==> config.mk <==
export PLATFORM = sky130hd
export DESIGN_NAME = three_wire_synth_serial_master_flat
export DESIGN_NICKNAME = d
export VERILOG_FILES = /design/src/rtl/core/tws_pkg.sv /design/src/rtl/core/tws_slot_if.sv /design/src/rtl/core/tws_result_if.sv /design/src/rtl/core/three_wire_synth_serial_master.sv /design/src/rtl/core/tws_word_build.sv /design/src/rtl/core/tws_frame_core.sv /design/src/flat_wrapper.sv
export SDC_FILE = /design/constraint.sdc
export NUM_CORES = 1
export LEC_CHECK = 0
export BUFFER_PORTS_ARGS = -buffer_cell sky130_fd_sc_hd__buf_2
export CAP_MARGIN = 5
export CORE_ASPECT_RATIO = 0.8
export CORE_MARGIN = 2
export CORE_UTILIZATION = 50
export DETAILED_ROUTE_END_ITERATION = 8
export PLACE_DENSITY = 0.71
export REMOVE_ABC_BUFFERS = 1
export SETUP_SLACK_MARGIN = 0.1
export SLEW_MARGIN = 20
export SYNTH_ARGS = -nofsm -noshare
export SYNTH_HDL_FRONTEND = slang
export SYNTH_HIERARCHICAL = 1
export SYNTH_SLANG_ARGS = --single-unit
export TNS_END_PERCENT = 30
==> constraint.sdc <==
create_clock -name clk -period 6.5 [get_ports clk]
set_clock_uncertainty 0.1 [all_clocks]
set_input_delay 1.3 -clock clk [delete_from_list [all_inputs] [get_ports clk]]
set_output_delay 1.3 -clock clk [all_outputs]
set_load 0.005 [all_outputs]
==> src/rtl/core/tws_pkg.sv <==
package tws_pkg;

  localparam int ADDR_W      = 4;
  localparam int VALUE_W     = 20;
  localparam int MHZ_W       = 13;
  localparam int READ_VALUE_W = 20;

  // Width used while a frame word is assembled, before it is cut to the frame length.
  localparam int BUILD_W     = 32;

  // f25 = MHz * 25 needs 18 bits for a 13-bit MHz value.
  localparam int F25_W       = 18;
  localparam int SYNTH_MULT  = 25;
  localparam int A_W         = 6;
  localparam int N_W         = F25_W - A_W;
  localparam int N_SHIFT     = 12;
  localparam int FLAG_BIT    = 4;

  localparam logic [ADDR_W-1:0] SYNTH_B_ADDR_RESET = 4'd1;

  typedef enum logic [1:0] {
    ACT_TICK  = 2'd0,
    ACT_WRITE = 2'd1,
    ACT_READ  = 2'd2,
    ACT_FREQ  = 2'd3
  } action_t;

  typedef struct packed {
    logic start;
    logic is_read;
  } start_t;

endpackage

==> src/rtl/core/tws_slot_if.sv <==
interface tws_slot_if;
  logic                         valid;
  logic                         ready;
  tws_pkg::action_t             action;
  logic [tws_pkg::ADDR_W-1:0]   reg_addr;
  logic [tws_pkg::VALUE_W-1:0]  write_value;
  logic [tws_pkg::MHZ_W-1:0]    freq_mhz;
  logic                         data_in;

  modport source (output valid, action, reg_addr, write_value, freq_mhz, data_in,
                  input ready);
  modport sink (input valid, action, reg_addr, write_value, freq_mhz, data_in,
                output ready);
endinterface

==> src/rtl/core/tws_result_if.sv <==
interface tws_result_if;
  logic                              valid;
  logic                              ready;
  logic                              latch_enable_low;
  logic                              clock_pulse;
  logic                              data_out;
  logic                              drive_data;
  logic                              read_valid;
  logic [tws_pkg::READ_VALUE_W-1:0]  read_value;
  logic                              frame_end;
  logic                              busy_res;

  modport source (output valid, latch_enable_low, clock_pulse, data_out, drive_data,
                  read_valid, read_value, frame_end, busy_res,
                  input ready);
  modport sink (input valid, latch_enable_low, clock_pulse, data_out, drive_data,
                read_valid, read_value, frame_end, busy_res,
                output ready);
endinterface

==> src/rtl/core/three_wire_synth_serial_master.sv <==
// Three-wire (latch, clock, data) serial master for a PLL synthesizer. Every accepted request
// is one bit slot and yields exactly one result; a write or frequency frame spans FRAME_BITS
// slots and a read frame HEADER_BITS + READ_DATA_BITS slots, sent least significant bit first.
// One request is taken per clock cycle while the receiver does not stall; each passes an input
// register and then the result register, where its result waits while the receiver stalls.
// The frame counter and shift register advance once per slot. Start requests that arrive
// while a frame runs are ignored.
// cfg_wdata sets the register address used by frequency frames (reset value 1).
module three_wire_synth_serial_master #(
  parameter int FRAME_BITS     = 25,
  parameter int READ_DATA_BITS = 20,
  parameter int HEADER_BITS    = 5
) (
  input  logic                        clk,
  input  logic                        rst,
  input  logic                        cfg_we,
  input  logic [tws_pkg::ADDR_W-1:0]  cfg_wdata,
  tws_slot_if.sink                    slot,
  tws_result_if.source                result
);

  logic                         in_valid;
  tws_pkg::action_t             in_action;
  logic [tws_pkg::ADDR_W-1:0]   in_reg_addr;
  logic [tws_pkg::VALUE_W-1:0]  in_write_value;
  logic [tws_pkg::MHZ_W-1:0]    in_freq_mhz;
  logic                         in_data_in;
  logic [tws_pkg::ADDR_W-1:0]   synth_b_address;

  logic                         advance;
  tws_pkg::start_t              start_info;
  logic [FRAME_BITS-1:0]        word;

  // The held slot moves on whenever the result register is empty or being emptied.
  assign advance    = in_valid && (!result.valid || result.ready);
  assign slot.ready = !in_valid || advance;

  always_ff @(posedge clk) begin
    if (rst) begin
      in_valid        <= 1'b0;
      synth_b_address <= tws_pkg::SYNTH_B_ADDR_RESET;
    end else begin
      if (cfg_we) begin
        synth_b_address <= cfg_wdata;
      end
      if (slot.ready) begin
        in_valid <= slot.valid;
      end
    end
  end

  always_ff @(posedge clk) begin
    if (slot.valid && slot.ready) begin
      in_action      <= slot.action;
      in_reg_addr    <= slot.reg_addr;
      in_write_value <= slot.write_value;
      in_freq_mhz    <= slot.freq_mhz;
      in_data_in     <= slot.data_in;
    end
  end

  tws_word_build #(
    .FRAME_BITS  (FRAME_BITS),
    .HEADER_BITS (HEADER_BITS)
  ) u_word_build (
    .action          (in_action),
    .reg_addr        (in_reg_addr),
    .write_value     (in_write_value),
    .freq_mhz        (in_freq_mhz),
    .synth_b_address (synth_b_address),
    .start_info      (start_info),
    .word            (word)
  );

  tws_frame_core #(
    .FRAME_BITS     (FRAME_BITS),
    .READ_DATA_BITS (READ_DATA_BITS),
    .HEADER_BITS    (HEADER_BITS)
  ) u_frame_core (
    .clk        (clk),
    .rst        (rst),
    .advance    (advance),
    .start_info (start_info),
    .word       (word),
    .data_in    (in_data_in),
    .result     (result)
  );

endmodule

==> src/rtl/core/tws_word_build.sv <==
module tws_word_build #(
  parameter int FRAME_BITS  = 25,
  parameter int HEADER_BITS = 5
) (
  input  tws_pkg::action_t             action,
  input  logic [tws_pkg::ADDR_W-1:0]   reg_addr,
  input  logic [tws_pkg::VALUE_W-1:0]  write_value,
  input  logic [tws_pkg::MHZ_W-1:0]    freq_mhz,
  input  logic [tws_pkg::ADDR_W-1:0]   synth_b_address,
  output tws_pkg::start_t              start_info,
  output logic [FRAME_BITS-1:0]        word
);

  logic [tws_pkg::F25_W-1:0]   f25;
  logic [tws_pkg::A_W-1:0]     a_count;
  logic [tws_pkg::N_W-1:0]     n_count;
  logic [tws_pkg::BUILD_W-1:0] flag;
  logic [tws_pkg::BUILD_W-1:0] build;

  assign f25     = tws_pkg::F25_W'(freq_mhz) * tws_pkg::F25_W'(tws_pkg::SYNTH_MULT);
  assign a_count = f25[tws_pkg::A_W-1:0];
  assign n_count = f25[tws_pkg::F25_W-1:tws_pkg::A_W];
  assign flag    = tws_pkg::BUILD_W'(1) << tws_pkg::FLAG_BIT;

  always_comb begin
    unique case (action)
      tws_pkg::ACT_WRITE: begin
        build = tws_pkg::BUILD_W'(reg_addr) | flag
              | (tws_pkg::BUILD_W'(write_value) << HEADER_BITS);
      end
      tws_pkg::ACT_READ: begin
        build = tws_pkg::BUILD_W'(reg_addr)
              & ((tws_pkg::BUILD_W'(1) << HEADER_BITS) - tws_pkg::BUILD_W'(1));
      end
      tws_pkg::ACT_FREQ: begin
        build = tws_pkg::BUILD_W'(synth_b_address) | flag
              | (tws_pkg::BUILD_W'(a_count) << HEADER_BITS)
              | (tws_pkg::BUILD_W'(n_count) << tws_pkg::N_SHIFT);
      end
      default: begin
        build = '0;
      end
    endcase
  end

  assign word               = build[FRAME_BITS-1:0];
  assign start_info.start   = (action != tws_pkg::ACT_TICK);
  assign start_info.is_read = (action == tws_pkg::ACT_READ);

endmodule

==> src/rtl/core/tws_frame_core.sv <==
module tws_frame_core #(
  parameter int FRAME_BITS     = 25,
  parameter int READ_DATA_BITS = 20,
  parameter int HEADER_BITS    = 5
) (
  input  logic                   clk,
  input  logic                   rst,
  input  logic                   advance,
  input  tws_pkg::start_t        start_info,
  input  logic [FRAME_BITS-1:0]  word,
  input  logic                   data_in,
  tws_result_if.source           result
);

  localparam int READ_LEN = HEADER_BITS + READ_DATA_BITS;
  localparam int LEN_MAX  = (READ_LEN > FRAME_BITS) ? READ_LEN : FRAME_BITS;
  localparam int CNT_W    = $clog2(LEN_MAX + 1);

  localparam logic [CNT_W-1:0] WRITE_LEN_C = CNT_W'(FRAME_BITS);
  localparam logic [CNT_W-1:0] READ_LEN_C  = CNT_W'(READ_LEN);
  localparam logic [CNT_W-1:0] HEADER_C    = CNT_W'(HEADER_BITS);

  logic [FRAME_BITS-1:0]     out_shift;
  logic [CNT_W-1:0]          slot_count;
  logic                      frame_active;
  logic                      frame_is_read;
  logic [READ_DATA_BITS-1:0] read_collect;

  logic                      start_now;
  logic                      active_eff;
  logic                      is_read_eff;
  logic [FRAME_BITS-1:0]     shift_eff;
  logic [CNT_W-1:0]          count_eff;
  logic [READ_DATA_BITS-1:0] collect_eff;
  logic [READ_DATA_BITS-1:0] collect_next;
  logic [CNT_W-1:0]          sample_idx;
  logic [CNT_W-1:0]          len;
  logic                      sampling;
  logic                      last;
  logic [READ_DATA_BITS+tws_pkg::READ_VALUE_W-1:0] collect_wide;

  // A start request is only honored between frames; otherwise the running frame advances.
  assign start_now   = !frame_active && start_info.start;
  assign active_eff  = frame_active || start_now;
  assign is_read_eff = start_now ? start_info.is_read : frame_is_read;
  assign shift_eff   = start_now ? word : out_shift;
  assign count_eff   = start_now ? '0 : slot_count;
  assign collect_eff = start_now ? '0 : read_collect;

  assign len        = is_read_eff ? READ_LEN_C : WRITE_LEN_C;
  assign sampling   = is_read_eff && (count_eff >= HEADER_C);
  assign last       = ({1'b0, count_eff} + (CNT_W + 1)'(1)) >= {1'b0, len};
  assign sample_idx = count_eff - HEADER_C;

  always_comb begin
    collect_next = collect_eff;
    for (int i = 0; i < READ_DATA_BITS; i++) begin
      if (sampling && data_in && (sample_idx == CNT_W'(i))) begin
        collect_next[i] = 1'b1;
      end
    end
  end

  assign collect_wide = (READ_DATA_BITS + tws_pkg::READ_VALUE_W)'(collect_next);

  always_ff @(posedge clk) begin
    if (rst) begin
      out_shift     <= '0;
      slot_count    <= '0;
      frame_active  <= 1'b0;
      frame_is_read <= 1'b0;
      read_collect  <= '0;
      result.valid  <= 1'b0;
    end else begin
      if (advance) begin
        result.valid <= 1'b1;
        if (active_eff) begin
          out_shift     <= shift_eff >> 1;
          read_collect  <= collect_next;
          frame_active  <= !last;
          frame_is_read <= last ? 1'b0 : is_read_eff;
          slot_count    <= last ? '0 : count_eff + CNT_W'(1);
        end
      end else if (result.ready) begin
        result.valid <= 1'b0;
      end
    end
  end

  always_ff @(posedge clk) begin
    if (advance) begin
      result.latch_enable_low <= active_eff;
      result.clock_pulse      <= active_eff;
      result.data_out         <= active_eff && !sampling && shift_eff[0];
      result.drive_data       <= active_eff && !sampling;
      result.read_valid       <= active_eff && last && is_read_eff;
      result.read_value       <= (active_eff && last && is_read_eff)
                                 ? collect_wide[tws_pkg::READ_VALUE_W-1:0] : '0;
      result.frame_end        <= active_eff && last;
      result.busy_res         <= active_eff && !last;
    end
  end

endmodule

==> src/flat_wrapper.sv <==
// flat-port wrapper written by rule: the top's interface ports become plain ports
module three_wire_synth_serial_master_flat 
#(
  parameter int FRAME_BITS     = 25,
  parameter int READ_DATA_BITS = 20,
  parameter int HEADER_BITS    = 5
)
  (clk, rst, cfg_we, cfg_wdata, slot_valid, slot_action, slot_reg_addr, slot_write_value, slot_freq_mhz, slot_data_in, slot_ready, result_valid, result_latch_enable_low, result_clock_pulse, result_data_out, result_drive_data, result_read_valid, result_read_value, result_frame_end, result_busy_res, result_ready);
  tws_slot_if slot_i ();
  tws_result_if result_i ();
  input  logic clk;
  input  logic rst;
  input  logic cfg_we;
  input  logic [tws_pkg::ADDR_W-1:0] cfg_wdata;
  input wire logic [$bits(slot_i.valid)-1:0] slot_valid;
  input wire logic [$bits(slot_i.action)-1:0] slot_action;
  input wire logic [$bits(slot_i.reg_addr)-1:0] slot_reg_addr;
  input wire logic [$bits(slot_i.write_value)-1:0] slot_write_value;
  input wire logic [$bits(slot_i.freq_mhz)-1:0] slot_freq_mhz;
  input wire logic [$bits(slot_i.data_in)-1:0] slot_data_in;
  output wire logic [$bits(slot_i.ready)-1:0] slot_ready;
  output wire logic [$bits(result_i.valid)-1:0] result_valid;
  output wire logic [$bits(result_i.latch_enable_low)-1:0] result_latch_enable_low;
  output wire logic [$bits(result_i.clock_pulse)-1:0] result_clock_pulse;
  output wire logic [$bits(result_i.data_out)-1:0] result_data_out;
  output wire logic [$bits(result_i.drive_data)-1:0] result_drive_data;
  output wire logic [$bits(result_i.read_valid)-1:0] result_read_valid;
  output wire logic [$bits(result_i.read_value)-1:0] result_read_value;
  output wire logic [$bits(result_i.frame_end)-1:0] result_frame_end;
  output wire logic [$bits(result_i.busy_res)-1:0] result_busy_res;
  input wire logic [$bits(result_i.ready)-1:0] result_ready;
  assign slot_i.valid = slot_valid;
  assign slot_i.action = slot_action;
  assign slot_i.reg_addr = slot_reg_addr;
  assign slot_i.write_value = slot_write_value;
  assign slot_i.freq_mhz = slot_freq_mhz;
  assign slot_i.data_in = slot_data_in;
  assign slot_ready = slot_i.ready;
  assign result_valid = result_i.valid;
  assign result_latch_enable_low = result_i.latch_enable_low;
  assign result_clock_pulse = result_i.clock_pulse;
  assign result_data_out = result_i.data_out;
  assign result_drive_data = result_i.drive_data;
  assign result_read_valid = result_i.read_valid;
  assign result_read_value = result_i.read_value;
  assign result_frame_end = result_i.frame_end;
  assign result_busy_res = result_i.busy_res;
  assign result_i.ready = result_ready;
  three_wire_synth_serial_master #(.FRAME_BITS(FRAME_BITS), .READ_DATA_BITS(READ_DATA_BITS), .HEADER_BITS(HEADER_BITS)) u_core (.clk(clk), .rst(rst), .cfg_we(cfg_we), .cfg_wdata(cfg_wdata), .slot(slot_i), .result(result_i));
endmodule
; Word level (Yosys, flattened, before mapping)
; Index checks and enable logic that the tools add are counted.
[totals]
memories = 0
word_cells = 122
mem_bits_rw = 0
input_bits = 49
regBits = 123
romBits = 0
latchBits = 0
out_inout_bits = 29
[classes]
order_cmp = 2
addsub = 3
div = 0
shifts = 0
n_reduce_logical = 42
muxes = 29
n_bitwise = 3
eq_ne = 22
multipliers = 1
[op_table]
columns = op, count
row1 = one-hot mux 25 bit (3 select lines), 1
row2 = == test 5 x 4 -> 1 bit (second input constant), 8
row3 = logical AND 1 bit, 30
row4 = 2-to-1 mux 25 bit, 1
row5 = bitwise OR 5 x 25 -> 25 bit, 1
row6 = 2-to-1 mux 1 bit, 24
row7 = bitwise OR 11 x 24 -> 24 bit, 1
row8 = == test 5 x 3 -> 1 bit (second input constant), 4
row9 = == test 5 bit (second input constant), 4
row10 = 2-to-1 mux 20 bit, 1
row11 = multiplier 13 x 5 -> 18 bit (second input constant), 1
row12 = bitwise OR 5 x 11 -> 11 bit, 1
row13 = == test 5 x 2 -> 1 bit (second input constant), 2
row14 = 2-to-1 mux 5 bit, 2
row15 = adder 5 x 1 -> 6 bit (second input constant), 1
row16 = >= comparator 6 x 5 -> 1 bit (second input constant), 1
row17 = adder 5 x 1 -> 5 bit (second input constant), 1
row18 = == test 5 x 1 -> 1 bit (second input constant), 1
row19 = >= comparator 5 x 3 -> 1 bit (second input constant), 1
row20 = logical NOT 1 bit, 5
row21 = logical NOT 5 bit, 1
row22 = subtractor 5 x 3 -> 5 bit (second input constant), 1
row23 = == test 2 bit (second input constant), 2
row24 = nonzero test 2 bit, 2
row25 = other kinds (3), 5

; Longest topological paths before layout
[depth]
word_depth = 8
ltp_mapped = 15
depth_no_buf = 14

; Hierarchy
; The synthesis kept the hierarchy.
[modules_own_cells]
columns = mod, cells_per_inst, area_each_um2, instances, seq_area_each_um2
row1 = tws_frame_core, 361, 3457.1, 1, 1821.7
row2 = tws_word_build, 211, 1701.6, 1, 0.0
row3 = three_wire_synth_serial_master, 60, 1417.6, 1, 1301.2

; Least setup slack after synthesis
; OpenSTA, ideal clock, no wires.
[synth_path]
kind = in2reg
start = input port result_ready
end = register u_core.u_frame_core.read_collect[15]
path_buffers = 0
arrival_time_ns = 4.972
slack_ns = 1.368
required_time_ns = 6.340
cell_stages = 6
setup_ns = 0.060
cell_sequence = inv_1 > a21boi_0 > nand2_1 > nor4_1 > nor2b_1 > a22o_1
[synth_via]
elab_chain_cells = 3
[synth_rtl]
columns = element, line_no
row1 = from (decl), flat_wrapper.sv:31  ; input wire logic [$bits(result_i.ready)-1:0] result_ready;
row2 = logical OR 1 bit, three_wire_synth_serial_master.sv:35  ; assign advance = in_valid && (!result.valid || result.ready);
row3 = logical AND 1 bit, three_wire_synth_serial_master.sv:35
row4 = net u_core.advance, three_wire_synth_serial_master.sv:30  ; logic advance;
row5 = AND reduction 2 bit (no source line), -
row6 = to (signal assigned), tws_frame_core.sv:79  ; read_collect <= collect_next;
row7 = to (decl), tws_frame_core.sv:27  ; logic [READ_DATA_BITS-1:0] read_collect;
; The timed path passes the listed nets, and every way through them passes these cells.
; A chain may end at the register's enable or synchronous reset.

; Worst setup path in the final report
[layout_path]
start = register u_core/in_freq_mhz[3] (netlist name)
end = register u_core.u_frame_core.out_shift[19]
[layout_via]
elab_chain_cells = 4
[layout_rtl]
columns = element, line_no
row1 = from (decl), three_wire_synth_serial_master.sv:26  ; logic [tws_pkg::MHZ_W-1:0] in_freq_mhz;
row2 = from (signal assigned), three_wire_synth_serial_master.sv:57  ; in_freq_mhz <= slot.freq_mhz;
row3 = multiplier 13 x 5 -> 18 bit, tws_word_build.sv:20  ; assign f25 = tws_pkg::F25_W'(freq_mhz) * tws_pkg::F25_W'(tws_pkg::SYNTH_MULT);
row4 = bitwise OR 11 x 24 -> 24 bit, tws_word_build.sv:38  ; | (tws_pkg::BUILD_W'(n_count) << tws_pkg::N_SHIFT);
row5 = one-hot mux 25 bit (3 select lines), tws_word_build.sv:26  ; unique case (action)
row6 = net u_core.word[20], three_wire_synth_serial_master.sv:32  ; logic [FRAME_BITS-1:0] word;
row7 = 2-to-1 mux 25 bit, tws_frame_core.sv:46  ; assign shift_eff = start_now ? word : out_shift;
row8 = to (signal assigned), tws_frame_core.sv:78  ; out_shift <= shift_eff >> 1;
row9 = to (decl), tws_frame_core.sv:23  ; logic [FRAME_BITS-1:0] out_shift;
; The timed path passes the listed nets, and every way through them passes these cells.

==> flow_summary.json <==
{
  "crit_family": "adder cells",
  "first_global_vias": 4752,
  "postSynth.asyncResetShare": 0,
  "overflow": 0,
  "dp_cells": 851,
  "yosys_warnings": 6,
  "die_width_microns": 132.2,
  "holdWs_ns": 0.3501,
  "wl_mm": 13.57,
  "synth_top_area_share": 0.3014,
  "postCtsResizedCells": 0,
  "crit_path_start_kind": "register",
  "cts_buffers": 17,
  "io_pins": 78,
  "p_leak_nw": 3.091,
  "grtUsageTotal": 0.2071,
  "fin_ws_ns": 2.635,
  "use_met3": 0.04397,
  "path_cells": "ha_1 -> ha_1 -> inv_1 -> fa_1 -> inv_1 -> ha_1 -> o211ai_2 -> a21oi_1 -> a211oi_2 -> o21ai_2 -> or3b_1 -> a41oi_2 -> nand2_1 -> a311oi_1",
  "drt.antenna.violating_nets": 0,
  "synth_top_flop_cell": "edfxtp_1",
  "die_h_microns": 106.6,
  "synth_seq_cells": 123,
  "critPathMaxStageDelay_ns": 0.52,
  "drt_iter0_markers": 475,
  "io_buffers": 77,
  "end_kind": "register",
  "crit_arrival_ns": 4.09,
  "drv_slew": 0,
  "tns_ns": 0,
  "synth_cells": 632,
  "power_mw": 2.213,
  "vdd_drop_max_mv": 0.2388,
  "wl_per_cell_microns": 15.36,
  "diodes": 0,
  "die_area_sq_um": 14090,
  "met1_usage": 0.2923,
  "initial_core_util": 0.5110,
  "fin_crit_sh": 0.5947,
  "use_met2": 0.3032,
  "synthDistinctLibCells": 68,
  "crit_required_ns": 6.72,
  "syn2layout_area_growth_pct": 16.42,
  "antenna_found_initial": 0,
  "clockBufferDepth": 2,
  "status": "finished, final reports clean",
  "fill_cells": 1080,
  "drive_gt1_frac": 0.1977,
  "place_area_sq_um": 7056,
  "critPathMostFrequentCell": "ha_1",
  "period_needed_ns": 3.865,
  "cp_max_fo": 5,
  "final_cell_area_sq_um": 7656,
  "drv_cap": 0,
  "dp_hpwl_mm": 9.108,
  "instances_no_fill": 883,
  "synth_area_leaders": "edfxtp_1, dfxtp_1, ha_1",
  "critPathKind": "register to register",
  "path_clk_slew_ns": 0.05,
  "cts_tree": "yes",
  "cts-root-buf": "clkbuf_16",
  "hold_buffers": 0,
  "post-route-util": 0.5949,
  "dp_slack_ns": 2.719,
  "critPathSlowestCell": "fa_1",
  "min_path_type": "register to register",
  "gp_congestion": 0.8866,
  "seq_area_frac_synth": 0.4749,
  "nets": 798,
  "clock_latency_ns": 0.42,
  "regArea_sq_um": 3123,
  "cts-htree-levels": 4,
  "setup_viol": 0,
  "syn_area_sq_um": 6576,
  "row_count": 37,
  "busiest_layer": "met2",
  "grt_setup_unrepaired": "no",
  "drt-vias-per-instance": 5.506,
  "worst_pin_slew_ns": 0.9606,
  "synth_edf_count": 66,
  "p_per_area_nw_per_um2": 289.0,
  "post-cts-setup-buffer-count": 0,
  "core_area_sq_um": 12870,
  "grt_pass1_wl_mm": 23.23,
  "syn-mean-instance-area_sq_um": 10.41,
  "synth_top_area_cell": "edfxtp_1",
  "num_vias": 4862,
  "dr.pass1.iters": 5,
  "crit_buf_inv": 2,
  "cts_sinks": 123,
  "multi_input_area_sq_um": 3110,
  "hold_viol_final": 0,
  "max_freq_ghz": 0.2587,
  "grt_max_degree": 48,
  "drc": 0,
  "slew_headroom": 0.3596
}
-- path summary, 6_finish.rpt --
kind / start / to / slack, ns / cells after the start
min reg2reg: u_core/u_frame_core/read_collect[4] / u_core/u_frame_core/read_collect[4] / 0.35 / 2
max: u_core/in_freq_mhz[3] / u_core/u_frame_core/out_shift[19] / 2.63 / 14
max reg2reg: u_core/in_freq_mhz[3] / u_core/u_frame_core/out_shift[19] / 2.63 / 14
min: u_core/u_frame_core/read_collect[4] / u_core/u_frame_core/read_collect[4] / 0.35 / 2
-- power breakdown --
group | internal (mW) | leakage (nW) | switching (mW)
clock network | 0.601 | 0.287 | 0.352
registers | 0.859 | 1.08 | 0.0259
logic | 0.159 | 1.72 | 0.216
total | 1.62 | 3.09 | 0.594
-- logic make-up (layout without fill, tap and decap cells) --
logic type	Yosys count	after routing	synth area share
AND/OR/NAND/NOR	204	204	0.1541
AO/OA/AOI/OAI	137	137	0.1613
flip-flops	123	123	0.4749
buffers and inverters	84	160	0.05327
adder cells (fa/ha/maj)	54	54	0.1119
multiplexers	20	20	0.03120
XOR/XNOR	10	10	0.01332
-- worst min-delay path, stage by stage, from the launching register on --
cell     delay, ns
dfxtp_1       0.32
nand2_1       0.04
o21ai_0       0.06
-- cell usage after synthesis (all sizes together), types with 3 or more instances --
cell type,instances
nand3,9
or3,3
o21a,9
o21ai,17
a31oi,5
clkbuf,23
o211ai,5
dfxtp,57
a21o,4
a22o,16
inv,44
o31ai,4
nor2,41
nand2,78
ha,46
mux2,4
fa,8
nand2b,7
xnor2,8
nor2b,19
nor3,6
edfxtp,66
a22oi,3
a21oi,25
a211oi,7
buf,17
and2,23
mux2i,16
a311oi,24
a21boi,3
-- layout by cell type (no fill, tap or decap), types with 5 or more instances in the layout --
cell type,Yosys,layout
nand3_1,9,9
xnor2_1,8,8
a22o_1,16,16
dfxtp_1,57,57
mux2i_1,16,16
edfxtp_1,66,66
nor3_1,6,6
buf_2,13,77
a21oi_1,24,24
fa_1,8,8
a311oi_1,24,24
and2_1,23,22
nand2_1,78,78
buf_4,1,7
o21ai_0,9,9
nand2b_1,7,7
o21a_1,8,8
ha_1,46,46
inv_1,44,44
clkbuf_16,0,17
nor2b_1,18,17
a31oi_1,5,5
a211oi_1,5,5
nor2_1,41,41
-- cell type report --
type / count / share of cell area
timing repair buffer: 84 / 0.05720
clock buffer: 17 / 0.05556
multi-input combinational: 425 / 0.4063
tap: 175 / 0.02860
sequential: 123 / 0.4079
inverter: 44 / 0.02157
clock inverter: 15 / 0.02288
-- layer usage --
metal  routed length (microns)  vias to the layer above
met4                       229                        0
met5                         0                        -
li1                          -                     2402
met3                       660                       20
met1                      6790                     2300
met2                      5885                      140
-- sequential cells by signal, indices dropped and copies added, names as in the netlist, 2 cells and up --
name	flops
u_core/u_frame_core/result.read_value	20
u_core/synth_b_address	4
u_core/u_frame_core/slot_count	5
u_core/in_write_value	20
u_core/u_frame_core/read_collect	20
u_core/in_action	2
u_core/u_frame_core/out_shift	24
u_core/in_freq_mhz	13
u_core/in_reg_addr	4
No activity file was read; power rests on OpenSTA's default activity.
